===== config.mk =====
export PLATFORM = sky130hd
export DESIGN_NAME = conveyor_object_dimension_classifier_core
export DESIGN_NICKNAME = d
export VERILOG_FILES = /design/src/rtl/codc_pkg.sv /design/src/rtl/codc_track.sv /design/src/rtl/codc_len.sv /design/src/rtl/conveyor_object_dimension_classifier_core.sv
export SDC_FILE = /design/constraint.sdc
export NUM_CORES = 2
export LEC_CHECK = 0
export ABC_AREA = 1
export BUFFER_PORTS_ARGS = -buffer_cell sky130_fd_sc_hd__buf_4
export CAP_MARGIN = 40
export CORE_ASPECT_RATIO = 0.9
export CORE_UTILIZATION = 24
export CTS_CLUSTER_DIAMETER = 150
export DETAILED_ROUTE_END_ITERATION = 16
export REMOVE_ABC_BUFFERS = 1
export SYNTH_ARGS = -nofsm -noshare
export SYNTH_HDL_FRONTEND = slang
export SYNTH_HIERARCHICAL = 1
export SYNTH_SLANG_ARGS = --single-unit

===== constraint.sdc =====
create_clock -name clk -period 9 [get_ports clk]
set_input_delay 0 -clock clk [delete_from_list [all_inputs] [get_ports clk]]
set_output_delay 0 -clock clk [all_outputs]
set_load 0.01 [all_outputs]

===== src/rtl/codc_pkg.sv =====
`timescale 1ns / 1ps
`default_nettype none

package codc_pkg;

    // register indexes on the configuration port
    localparam int unsigned CFG_INDEX_W = 3;
    localparam int unsigned CFG_DATA_W  = 20;

    localparam logic [CFG_INDEX_W-1:0] REG_BELT_SPEED     = 3'd0;
    localparam logic [CFG_INDEX_W-1:0] REG_LONG_THRESHOLD = 3'd1;
    localparam logic [CFG_INDEX_W-1:0] REG_MAX_LENGTH     = 3'd2;
    localparam logic [CFG_INDEX_W-1:0] REG_WAIT_TIMEOUT   = 3'd3;
    localparam logic [CFG_INDEX_W-1:0] REG_BEAM_LEVEL     = 3'd4;

    // reset values of the configuration registers
    localparam logic [19:0] RST_BELT_SPEED     = 20'd25600;
    localparam logic [15:0] RST_LONG_THRESHOLD = 16'd1000;
    localparam logic [15:0] RST_MAX_LENGTH     = 16'd3000;
    localparam logic [15:0] RST_WAIT_TIMEOUT   = 16'd57;
    localparam logic        RST_BEAM_LEVEL     = 1'b0;

    // length = speed * ms / 25600 = ((speed * ms) >> 9) / 50
    // divide by 50 as multiply by ceil(2^28 / 50), exact for 22-bit operands
    localparam logic [22:0] RECIP_50 = 23'd5368710;

    typedef enum logic [2:0] {
        PH_IDLE  = 3'd0,
        PH_ENTRY = 3'd1,
        PH_WAIT  = 3'd2,
        PH_WIDTH = 3'd3,
        PH_DONE  = 3'd4
    } phase_t;

    typedef struct packed {
        logic [19:0] belt_speed;
        logic [15:0] long_threshold;
        logic [15:0] max_length;
        logic [15:0] wait_timeout;
        logic        beam_active_level;
    } codc_cfg_t;

    typedef struct packed {
        logic [31:0] time_ms;
        logic        length_beam;
        logic        width_left_beam;
        logic        width_right_beam;
        logic        height_beam;
        logic        fire_alarm;
    } codc_sample_t;

    typedef struct packed {
        logic [15:0] length_tenths_mm;
        logic        is_long;
        logic        is_wide;
        logic        is_tall;
        logic [2:0]  category;
    } codc_result_t;

    typedef struct packed {
        logic is_wide;
        logic is_tall;
    } codc_flags_t;

endpackage

`default_nettype wire


===== src/rtl/codc_track.sv =====
`timescale 1ns / 1ps
`default_nettype none

module codc_track #(
    parameter int unsigned TIME_WIDTH = 32
) (
    input  wire                         clk,
    input  wire                         rst_n,
    input  codc_pkg::codc_cfg_t         cfg,
    input  wire                         item_valid,
    input  codc_pkg::codc_sample_t      item,
    output logic                        item_ready,
    output logic                        meas_valid,
    output logic [TIME_WIDTH-1:0]       meas_dur,
    output codc_pkg::codc_flags_t       meas_flags,
    input  wire                         meas_ready
);

    codc_pkg::phase_t        phase_reg, phase_next;
    logic [TIME_WIDTH-1:0]   entry_time_reg, entry_time_next;
    logic [TIME_WIDTH-1:0]   release_time_reg, release_time_next;
    logic                    release_seen_reg, release_seen_next;
    logic                    tall_reg, tall_next;
    logic                    wide_reg, wide_next;

    logic                    meas_valid_reg, meas_valid_next;
    logic [TIME_WIDTH-1:0]   meas_dur_reg, meas_dur_next;
    codc_pkg::codc_flags_t   meas_flags_reg, meas_flags_next;

    logic                    process;
    logic                    emit;
    logic [TIME_WIDTH-1:0]   now;
    logic [TIME_WIDTH-1:0]   elapsed;
    logic [TIME_WIDTH-1:0]   end_time;
    logic                    len_b, left_b, right_b, high_b;

    assign item_ready = !meas_valid_reg || meas_ready;
    assign process    = item_valid && item_ready;

    assign now     = TIME_WIDTH'(item.time_ms);
    assign elapsed = now - entry_time_reg;
    assign end_time = release_seen_reg ? release_time_reg : now;

    assign len_b   = item.length_beam      == cfg.beam_active_level;
    assign left_b  = item.width_left_beam  == cfg.beam_active_level;
    assign right_b = item.width_right_beam == cfg.beam_active_level;
    assign high_b  = item.height_beam      == cfg.beam_active_level;

    always_comb
    begin
        phase_next        = phase_reg;
        entry_time_next   = entry_time_reg;
        release_time_next = release_time_reg;
        release_seen_next = release_seen_reg;
        tall_next         = tall_reg;
        wide_next         = wide_reg;
        emit              = 1'b0;

        if (process)
        begin
            if (item.fire_alarm)
            begin
                phase_next = codc_pkg::PH_IDLE;
            end
            else
            begin
                unique case (phase_reg)
                    codc_pkg::PH_ENTRY:
                    begin
                        if (len_b)
                        begin
                            release_time_next = now;
                            release_seen_next = 1'b1;
                        end
                        else if (release_seen_reg)
                        begin
                            // choice uses the flag as it stood before this sample
                            phase_next = wide_reg ? codc_pkg::PH_WIDTH : codc_pkg::PH_WAIT;
                        end
                        if (high_b)
                        begin
                            tall_next = 1'b1;
                        end
                        if (left_b && right_b)
                        begin
                            wide_next = 1'b1;
                        end
                    end
                    codc_pkg::PH_WAIT:
                    begin
                        if (left_b && right_b)
                        begin
                            wide_next  = 1'b1;
                            phase_next = codc_pkg::PH_WIDTH;
                        end
                        // timeout wins over a width pair in the same sample
                        if (elapsed > TIME_WIDTH'(cfg.wait_timeout))
                        begin
                            phase_next = codc_pkg::PH_DONE;
                        end
                    end
                    codc_pkg::PH_WIDTH:
                    begin
                        if (!left_b && !right_b)
                        begin
                            phase_next = codc_pkg::PH_DONE;
                        end
                    end
                    codc_pkg::PH_DONE:
                    begin
                        emit       = 1'b1;
                        phase_next = codc_pkg::PH_IDLE;
                    end
                    default:
                    begin
                        if (len_b)
                        begin
                            entry_time_next   = now;
                            release_time_next = '0;
                            release_seen_next = 1'b0;
                            tall_next         = 1'b0;
                            wide_next         = 1'b0;
                            phase_next        = codc_pkg::PH_ENTRY;
                        end
                        else
                        begin
                            phase_next = codc_pkg::PH_IDLE;
                        end
                    end
                endcase
            end
        end
    end

    always_comb
    begin
        meas_valid_next = meas_valid_reg;
        meas_dur_next   = meas_dur_reg;
        meas_flags_next = meas_flags_reg;
        if (meas_ready)
        begin
            meas_valid_next = 1'b0;
        end
        if (emit)
        begin
            meas_valid_next         = 1'b1;
            meas_dur_next           = end_time - entry_time_reg;
            meas_flags_next.is_wide = wide_reg;
            meas_flags_next.is_tall = tall_reg;
        end
    end

    always_ff @(posedge clk or negedge rst_n)
    begin
        if (!rst_n)
        begin
            phase_reg        <= codc_pkg::PH_IDLE;
            entry_time_reg   <= '0;
            release_time_reg <= '0;
            release_seen_reg <= 1'b0;
            tall_reg         <= 1'b0;
            wide_reg         <= 1'b0;
            meas_valid_reg   <= 1'b0;
        end
        else
        begin
            phase_reg        <= phase_next;
            entry_time_reg   <= entry_time_next;
            release_time_reg <= release_time_next;
            release_seen_reg <= release_seen_next;
            tall_reg         <= tall_next;
            wide_reg         <= wide_next;
            meas_valid_reg   <= meas_valid_next;
        end
    end

    always_ff @(posedge clk)
    begin
        meas_dur_reg   <= meas_dur_next;
        meas_flags_reg <= meas_flags_next;
    end

    assign meas_valid = meas_valid_reg;
    assign meas_dur   = meas_dur_reg;
    assign meas_flags = meas_flags_reg;

    a_done_to_idle: assert property (@(posedge clk) disable iff (!rst_n)
        (process && !item.fire_alarm && phase_reg == codc_pkg::PH_DONE)
            |=> (phase_reg == codc_pkg::PH_IDLE && meas_valid_reg))
        else $error("done phase did not emit and return to idle");

    a_emit_from_done: assert property (@(posedge clk) disable iff (!rst_n)
        $rose(meas_valid_reg) |-> $past(phase_reg == codc_pkg::PH_DONE))
        else $error("measurement appeared outside the done phase");

    a_entry_from_idle: assert property (@(posedge clk) disable iff (!rst_n)
        (phase_reg == codc_pkg::PH_ENTRY && $past(phase_reg != codc_pkg::PH_ENTRY))
            |-> $past(phase_reg == codc_pkg::PH_IDLE))
        else $error("entry phase reached from a phase other than idle");

endmodule

`default_nettype wire


===== src/rtl/codc_len.sv =====
`timescale 1ns / 1ps
`default_nettype none

module codc_len #(
    parameter int unsigned TIME_WIDTH = 32
) (
    input  wire                         clk,
    input  wire                         rst_n,
    input  codc_pkg::codc_cfg_t         cfg,
    input  wire                         meas_valid,
    input  wire [TIME_WIDTH-1:0]        meas_dur,
    input  codc_pkg::codc_flags_t       meas_flags,
    output logic                        meas_ready,
    output logic                        result_valid,
    output codc_pkg::codc_result_t      result,
    input  wire                         result_stall
);

    // stage A: speed * duration
    logic                    prod_valid_reg, prod_valid_next;
    logic [30:0]             prod_reg;
    logic                    sat_reg;
    codc_pkg::codc_flags_t   flags_reg;

    // stage B: result register
    logic                    res_valid_reg, res_valid_next;
    codc_pkg::codc_result_t  res_reg;

    logic                    out_ready;
    logic                    a_load;
    logic                    b_load;

    logic [63:0]             dur_ext;
    logic                    dur_hi;
    logic [50:0]             prod;
    logic                    speed_nz;
    logic                    sat;

    logic [44:0]             quot_prod;
    logic [16:0]             quot;
    logic [15:0]             len;
    logic                    is_long;

    assign out_ready  = !res_valid_reg || !result_stall;
    assign meas_ready = !prod_valid_reg || out_ready;
    assign a_load     = meas_valid && meas_ready;
    assign b_load     = prod_valid_reg && out_ready;

    // any product at or above 2^31 is past the largest max_length
    assign dur_ext  = 64'(meas_dur);
    assign dur_hi   = |dur_ext[63:31];
    assign prod     = 51'(cfg.belt_speed) * 51'(dur_ext[30:0]);
    assign speed_nz = |cfg.belt_speed;
    assign sat      = speed_nz && (dur_hi || (|prod[50:31]));

    assign quot_prod = 45'(prod_reg[30:9]) * 45'(codc_pkg::RECIP_50);
    assign quot      = quot_prod[44:28];
    assign len       = (sat_reg || quot > 17'(cfg.max_length)) ? cfg.max_length : quot[15:0];
    assign is_long   = len >= cfg.long_threshold;

    always_comb
    begin
        prod_valid_next = prod_valid_reg;
        if (out_ready)
        begin
            prod_valid_next = 1'b0;
        end
        if (a_load)
        begin
            prod_valid_next = 1'b1;
        end

        res_valid_next = res_valid_reg;
        if (!result_stall)
        begin
            res_valid_next = 1'b0;
        end
        if (b_load)
        begin
            res_valid_next = 1'b1;
        end
    end

    always_ff @(posedge clk or negedge rst_n)
    begin
        if (!rst_n)
        begin
            prod_valid_reg <= 1'b0;
            res_valid_reg  <= 1'b0;
        end
        else
        begin
            prod_valid_reg <= prod_valid_next;
            res_valid_reg  <= res_valid_next;
        end
    end

    always_ff @(posedge clk)
    begin
        if (a_load)
        begin
            prod_reg  <= prod[30:0];
            sat_reg   <= sat;
            flags_reg <= meas_flags;
        end
        if (b_load)
        begin
            res_reg.length_tenths_mm <= len;
            res_reg.is_long          <= is_long;
            res_reg.is_wide          <= flags_reg.is_wide;
            res_reg.is_tall          <= flags_reg.is_tall;
            res_reg.category         <= {is_long, flags_reg.is_wide, flags_reg.is_tall};
        end
    end

    assign result_valid = res_valid_reg;
    assign result       = res_reg;

    a_len_capped: assert property (@(posedge clk) disable iff (!rst_n)
        result_valid |-> (result.length_tenths_mm <= cfg.max_length))
        else $error("reported length above saturation limit");

    a_zero_speed: assert property (@(posedge clk) disable iff (!rst_n)
        (result_valid && cfg.belt_speed == '0) |-> (result.length_tenths_mm == '0))
        else $error("nonzero length with belt stopped");

    a_prod_held: assert property (@(posedge clk) disable iff (!rst_n)
        (prod_valid_reg && !out_ready) |=> (prod_valid_reg && $stable(prod_reg)))
        else $error("product stage lost its transaction while blocked");

endmodule

`default_nettype wire


===== src/rtl/conveyor_object_dimension_classifier_core.sv =====
`timescale 1ns / 1ps
`default_nettype none

// Channel   Handshake                  Payload
// sample    sample_valid/sample_stall  sample (codc_sample_t)
// result    result_valid/result_stall  result (codc_result_t)
// cfg       cfg_valid/cfg_ready        cfg_index, cfg_data
//
// One sample per cycle sustained while result_stall is low. A sample is registered and
// runs the phase machine; a finished measurement then takes the speed*duration multiply,
// then a reciprocal multiply (/25600 and saturation) to reach the result register.
// Reset clears the phase machine, all valid bits and loads the register defaults.
// result_stall only backs up the pipeline once every stage holds a transaction.

module conveyor_object_dimension_classifier_core #(
    parameter int unsigned TIME_WIDTH = 32
) (
    input  wire                                      clk,
    input  wire                                      rst_n,
    input  wire                                      sample_valid,
    output logic                                     sample_stall,
    input  codc_pkg::codc_sample_t                   sample,
    output logic                                     result_valid,
    input  wire                                      result_stall,
    output codc_pkg::codc_result_t                   result,
    input  wire                                      cfg_valid,
    output logic                                     cfg_ready,
    input  wire [codc_pkg::CFG_INDEX_W-1:0]          cfg_index,
    input  wire [codc_pkg::CFG_DATA_W-1:0]           cfg_data
);

    codc_pkg::codc_cfg_t     cfg_reg, cfg_next;

    logic                    smp_valid_reg, smp_valid_next;
    codc_pkg::codc_sample_t  smp_reg;
    logic                    smp_load;
    logic                    item_ready;

    logic                    meas_valid;
    logic [TIME_WIDTH-1:0]   meas_dur;
    codc_pkg::codc_flags_t   meas_flags;
    logic                    meas_ready;

    assign cfg_ready = 1'b1;

    always_comb
    begin
        cfg_next = cfg_reg;
        if (cfg_valid && cfg_ready)
        begin
            unique case (cfg_index)
                codc_pkg::REG_BELT_SPEED:     cfg_next.belt_speed        = cfg_data;
                codc_pkg::REG_LONG_THRESHOLD: cfg_next.long_threshold    = cfg_data[15:0];
                codc_pkg::REG_MAX_LENGTH:     cfg_next.max_length        = cfg_data[15:0];
                codc_pkg::REG_WAIT_TIMEOUT:   cfg_next.wait_timeout      = cfg_data[15:0];
                codc_pkg::REG_BEAM_LEVEL:     cfg_next.beam_active_level = cfg_data[0];
                default:                      cfg_next = cfg_reg;
            endcase
        end
    end

    always_ff @(posedge clk or negedge rst_n)
    begin
        if (!rst_n)
        begin
            cfg_reg.belt_speed        <= codc_pkg::RST_BELT_SPEED;
            cfg_reg.long_threshold    <= codc_pkg::RST_LONG_THRESHOLD;
            cfg_reg.max_length        <= codc_pkg::RST_MAX_LENGTH;
            cfg_reg.wait_timeout      <= codc_pkg::RST_WAIT_TIMEOUT;
            cfg_reg.beam_active_level <= codc_pkg::RST_BEAM_LEVEL;
        end
        else
        begin
            cfg_reg <= cfg_next;
        end
    end

    // input register
    assign sample_stall = smp_valid_reg && !item_ready;
    assign smp_load     = sample_valid && !sample_stall;

    always_comb
    begin
        smp_valid_next = smp_valid_reg;
        if (item_ready)
        begin
            smp_valid_next = 1'b0;
        end
        if (smp_load)
        begin
            smp_valid_next = 1'b1;
        end
    end

    always_ff @(posedge clk or negedge rst_n)
    begin
        if (!rst_n)
        begin
            smp_valid_reg <= 1'b0;
        end
        else
        begin
            smp_valid_reg <= smp_valid_next;
        end
    end

    always_ff @(posedge clk)
    begin
        if (smp_load)
        begin
            smp_reg <= sample;
        end
    end

    codc_track #(
        .TIME_WIDTH (TIME_WIDTH)
    ) u_track (
        .clk        (clk),
        .rst_n      (rst_n),
        .cfg        (cfg_reg),
        .item_valid (smp_valid_reg),
        .item       (smp_reg),
        .item_ready (item_ready),
        .meas_valid (meas_valid),
        .meas_dur   (meas_dur),
        .meas_flags (meas_flags),
        .meas_ready (meas_ready)
    );

    codc_len #(
        .TIME_WIDTH (TIME_WIDTH)
    ) u_len (
        .clk          (clk),
        .rst_n        (rst_n),
        .cfg          (cfg_reg),
        .meas_valid   (meas_valid),
        .meas_dur     (meas_dur),
        .meas_flags   (meas_flags),
        .meas_ready   (meas_ready),
        .result_valid (result_valid),
        .result       (result),
        .result_stall (result_stall)
    );

endmodule

`default_nettype wire

; ---- Word level (Yosys, flattened, before mapping)
; Cells that the tools add are included.
[classes]
n_addsub = 2
n_mul = 2
n_lt_le_gt_ge = 3
n_eq_ne = 19
mux = 32
bitwise = 4
reduce_logical = 43
[ops]
columns = cell, count
row1 = 2-to-1 mux 32 bit, 3
row2 = one-hot mux 32 bit (2 select lines), 1
row3 = subtractor 32 bit, 2
row4 = multiplier 20 x 31 -> 51 bit, 1
row5 = "multiplier 22 x 22 -> 44 bit, second input constant", 1
row6 = OR reduction 20 bit, 2
row7 = > comparator 32 x 16 -> 1 bit, 1
row8 = 2-to-1 mux 3 bit, 6
row9 = > comparator 17 x 16 -> 1 bit, 1
row10 = 2-to-1 mux 1 bit, 17
row11 = >= comparator 16 bit, 1
row12 = 2-to-1 mux 16 bit, 1
row13 = AND reduction 5 bit, 3
row14 = "equality test 3 x 2 -> 1 bit, second input constant", 4
row15 = one-hot mux 3 bit (4 select lines), 1
row16 = AND reduction 2 bit, 5
row17 = nonzero test 2 bit, 5
row18 = logical AND 1 bit, 8
row19 = logical NOT 1 bit, 8
row20 = AND reduction 4 bit, 2
row21 = "equality test 3 x 1 -> 1 bit, second input constant", 2
row22 = "equality test 3 bit, second input constant", 2
row23 = "inequality test 2 x 1 -> 1 bit, second input constant", 3
row24 = "inequality test 3 x 2 -> 1 bit, second input constant", 2
row25 = 10 further kinds, 23
[totals]
regBits = 270
input_bits = 65
word_cells = 138

; ---- Depth between registers and ports, before layout
[logic_depth]
ltp_word = 9
mapped_depth = 47

; ---- Hierarchy
; The synthesis kept the hierarchy.
[by_module_without_submodules]
columns = mod, instances, cells_per_inst, area_per_inst_um2, seq_area_each_um2
row1 = codc_len, 1, 4352, 33613.5, 1371.3
row2 = codc_track, 1, 1347, 9042.4, 2797.7
row3 = conveyor_object_dimension_classifier_core, 1, 357, 3941.3, 2887.8

; ---- Least setup slack after synthesis
; No wires, ideal clock.
[synth_timing]
path_kind = reg2reg
from = register u_len.prod_reg[21]
to = register u_len.res_reg (netlist bit u_len/result[5]) (data pin)
setup_ns = 0.269
arrival_ns = 7.430
slack_ns = 1.301
stages_incl_launch_ff = 43
synth_period_minus_slack_ns = 7.699
path_cell_list = edfxtp_1 ha_1 inv_1 fa_1 fa_1 fa_1 inv_1 fa_1 fa_1 inv_1 fa_1 inv_1 ha_1 nand2_1 nor2_1 nand2_1 nor4_1 nand3_1 [7 not listed] a211oi_1 nand2_1 nand3_1 nand2_1 nand2_1 nand2_1 nand2_1 nand3_4 inv_4 buf_6 o21ai_1 ha_1 inv_1 nor2_1 o211ai_1 a21oi_1 o211ai_1 nand4_1
[synth_between]
elab_chain_len = 5
[synth_rtl]
columns = item, line_no
row1 = "start, declared", codc_len.sv:21  ; logic [30:0] prod_reg;
row2 = "start signal, assigned", codc_len.sv:102  ; prod_reg <= prod[30:0];
row3 = multiplier 22 x 22 -> 44 bit *, codc_len.sv:56  ; assign quot_prod = 45'(prod_reg[30:9]) * 45'(codc_pkg::RECIP_50);
row4 = > comparator 17 x 16 -> 1 bit, codc_len.sv:58  ; assign len = (sat_reg || quot > 17'(cfg.max_length)) ? cfg.max_length : quot[15:0];
row5 = logical OR 1 bit, codc_len.sv:58
row6 = 2-to-1 mux 16 bit *, codc_len.sv:58
row7 = named net u_len.len[1], codc_len.sv:41  ; logic [15:0] len;
row8 = >= comparator 16 bit *, codc_len.sv:59  ; assign is_long = len >= cfg.long_threshold;
row9 = named net u_len.is_long, codc_len.sv:42  ; logic is_long;
row10 = "end, declared", codc_len.sv:27  ; codc_pkg::codc_result_t res_reg;
; Mark *: on every way through the listed nets, which the timed path passes. The rest lies on a longest branch.
; A chain may end at the register's enable or synchronous reset.

; ---- Worst setup path in the final report
[layout_timing]
from = register u_len.prod_reg[29]
to = register u_len.res_reg (netlist bit u_len/result[5]) (data pin)
; Same word-level chain as after synthesis.

==> results.txt <==
Status: finished, final reports clean
DP Cell Count: 8633
H-tree Lvls: 1
R2R Path Start: u_len/prod_reg[29]
Core area: 193000 µm²
Ranking of synthesized cells by area: fa_1, inv_1, ha_1, nand2_1, edfxtp_1
Setup_tns: 0 ns
EDFF count, synth: 115
Worst hold path type: input pin to register
Worst setup path start: u_len/prod_reg[29]
Most used cell, CP: nand2_1
Io pins: 90
Worst Max-Slew Pin Slew: 0.9564 ns
Hold Fails Final Rpt: 0
WL final: 139500 µm
Routed length per instance: 15.89 µm
GRT Total Usage: 14.25%
Initial antenna violation count: 0
Ant. Diodes: 0
Area Growth Syn to Fin: 13.08%
Num CTS Buffers: 28
Crit share post-route: 95.18%
Final #Nets: 7468
HP Start: sample[30]
Drc violations: 0
Arrival time at the worst endpoint: 8.87 ns
Crit-path max cell delay: 0.61 ns
Die W: 466.5 µm
Share of cells above drive strength 1: 5.754%
Die footprint: 195900 µm²
Final Wtd Congestion: 0.9546
DP HPWL: 115200 µm
Finished Layout Cells: 8779
RSZ-0062 raised after global routing: false
Reg2reg end: u_len/result[5]
IO buf count: 88
Max-cap check violation count: 0
Num rows: 153
Max reg flops: 69
Vias: 37970
Min cycle time layout: 8.566 ns
Reg area: 7059 µm²
Req. time, crit path: 9.30 ns
Setup CP Type: register to register
Critical Path Fanout Max: 21
Antenna Nets Post-Route: 0
Post-synth top area share: 29.94%
Ys Warns: 6
R2R depth: 37
Layout filler cell count: 21040
Reg2reg setup slack: 0.43 ns
Slowest CP cell: edfxtp_1
Fin. max-slew vios: 0
Synth Flop Type: dfrtp_1
CTS Buffer Depth: 3
Area of the multi-input gates: 32420 µm²
Final instance area: 52690 µm²
Setup crit start kind: register
Nature of the critical path endpoint: register
Yosys top cell by area: fa_1
Clk sink count: 258
Worst-path clk slew: 0.08 ns
Setup Viol. Count Final: 0
Register area share after synthesis: 15.14%
First-pass GRT wire length: 219400 µm
Mean Syn Cell Area: 7.694 µm²
Slew margin rel.: 36.24%
Remaining Overflow, GRT: 0
CTS tree: yes
CP endpoint: u_len/result[5]
Die Ht: 420.0 µm
Post-Synthesis Cell Area: 46600 µm²
F_max: 116.7 MHz
Largest net degree at the start of global routing: 59
DR vias/cell: 4.325
Initial core utilization: 24.15%
Placed instance area: 50720 µm²
Pre-antenna DRT Iters: 6
Clock Latency Late Sink: 0.59 ns
Cells after Synth: 6056
Number of global-route vias before repair: 38780
Yosys cell types: 60
Register bit count reported by yosys: 258
Root buffer cell: clkbuf_16
Initial DRC count: 2860
Post-synth ARST share: 55.43%
Max Clock Skew: 0.02283 ns
[timing repair]
| action | in CTS | in global routing |
|---|---|---|
| hold buffers | 80 | 0 |
| buffers inserted | 0 | 13 |
| hold endpoints to repair | 172 | 0 |
| setup endpoints to repair | 0 | 1 |
| resized for setup | 0 | 12 |
[logic make-up after synthesis]
group                    after synthesis  share of synthesized area [%]
XOR/XNOR                              95                          1.786
buffers and inverters               1901                          15.49
AO/OA/AOI/OAI                        466                          5.617
AND/OR/NAND/NOR                     2132                          18.43
adder cells (fa/ha/maj)             1203                          43.53
other                                  1                       0.008048
flip-flops                           258                          15.14
[Yosys cell counts (4+ instances only)]
cell type	count
a211oi_1	5
o22ai_1	32
clkbuf_1	134
dfrtp_1	123
a31oi_1	14
nand3b_1	4
buf_6	4
nor2_1	265
inv_2	8
inv_1	1727
and2_1	6
buf_2	18
buf_4	7
xnor2_1	29
a21o_1	11
nor2_2	15
o21bai_1	18
nand4_1	29
fa_1	697
ha_1	506
xor2_1	66
nand2_2	24
a21oi_1	192
nand3_1	164
nand2_1	1567
o21ai_2	9
o21ai_0	141
edfxtp_1	115
o21ai_1	8
dfstp_2	20
nor4_1	11
nor3_1	30
a21boi_0	5
o21a_1	11
[worst min-delay path by stage]
| stage | end | slack (ns) | cells past startpoint |
|---|---|---|---|
| after floorplan | cfg_reg[0] | -0.30 | 0 |
| after global placement | u_track/release_time_reg[23] | 0.03 | 1 |
| after detailed placement | u_track/release_time_reg[23] | 0.04 | 1 |
| after CTS | smp_reg[31] | 0.09 | 2 |
| after global routing | smp_reg[35] | 0.11 | 2 |
| final | smp_reg[30] | 0.13 | 2 |
[cell usage in the layout (no fill, tap or decap), types with 5 or more instances in the layout]
master / count
buf_16: 8
xor2_1: 66
o21a_1: 11
xnor2_1: 29
nor2_2: 16
nor3_2: 5
o21ai_0: 139
a21boi_0: 5
nand4_1: 29
buf_4: 184
nand3_1: 162
o21bai_1: 18
clkbuf_16: 30
edfxtp_1: 115
nor3_1: 28
nand3_2: 5
inv_2: 8
dfstp_2: 20
a21o_1: 11
fa_1: 697
nand2_2: 24
and2_1: 6
ha_1: 504
a211oi_1: 5
nor4_1: 9
nor2_1: 260
o21ai_1: 10
a21oi_1: 191
inv_1: 1727
dlygate4sd3_1: 79
nor2_4: 7
o21ai_2: 9
dfrtp_1: 121
o22ai_1: 32
a31oi_1: 14
nand2_1: 1567
[critical path, delay by kind of cell (launching register included)]
kind / cells / cell delay [ns]
xor+xnor: 1 / 0.18
simple gates: 17 / 1.68
flops: 1 / 0.61
fa+ha+maj: 10 / 3.85
buf+inv: 3 / 0.42
compound gates: 6 / 1.55
[per-layer routing]
metal	part of all wire [%]	global-route usage, %	vias up
met5	0	0	-
met4	2.4	3.105	0
met3	5.9	1.507	165
met2	45	22.75	1080
met1	47	20.55	18600
li1	-	-	18120
[stage by stage]
step	hold slack, ns	utilization (%)	setup slack (ns)
4_1_cts	0.09418	27.21	0.2619
3_3_place_gp	0.03154	26.15	0.2955
6_report	0.1262	27.31	0.4342
2_1_floorplan	-0.2956	-	1.292
3_5_place_dp	0.03929	26.28	0.2929
5_1_grt	0.1087	27.31	0.001979
[area by class of cell]
cell class	count	share of cell area [%]
sequential	258	13.40
multi-input combinational	3897	61.52
clock buffer	37	1.551
tap	2557	6.072
inverter	1737	12.39
clock inverter	15	0.2992
timing repair buffer	278	4.770
Power is left out: the tool's default activity adds up to more than one toggle a clock period on the data nets, which glitch-free logic cannot reach.
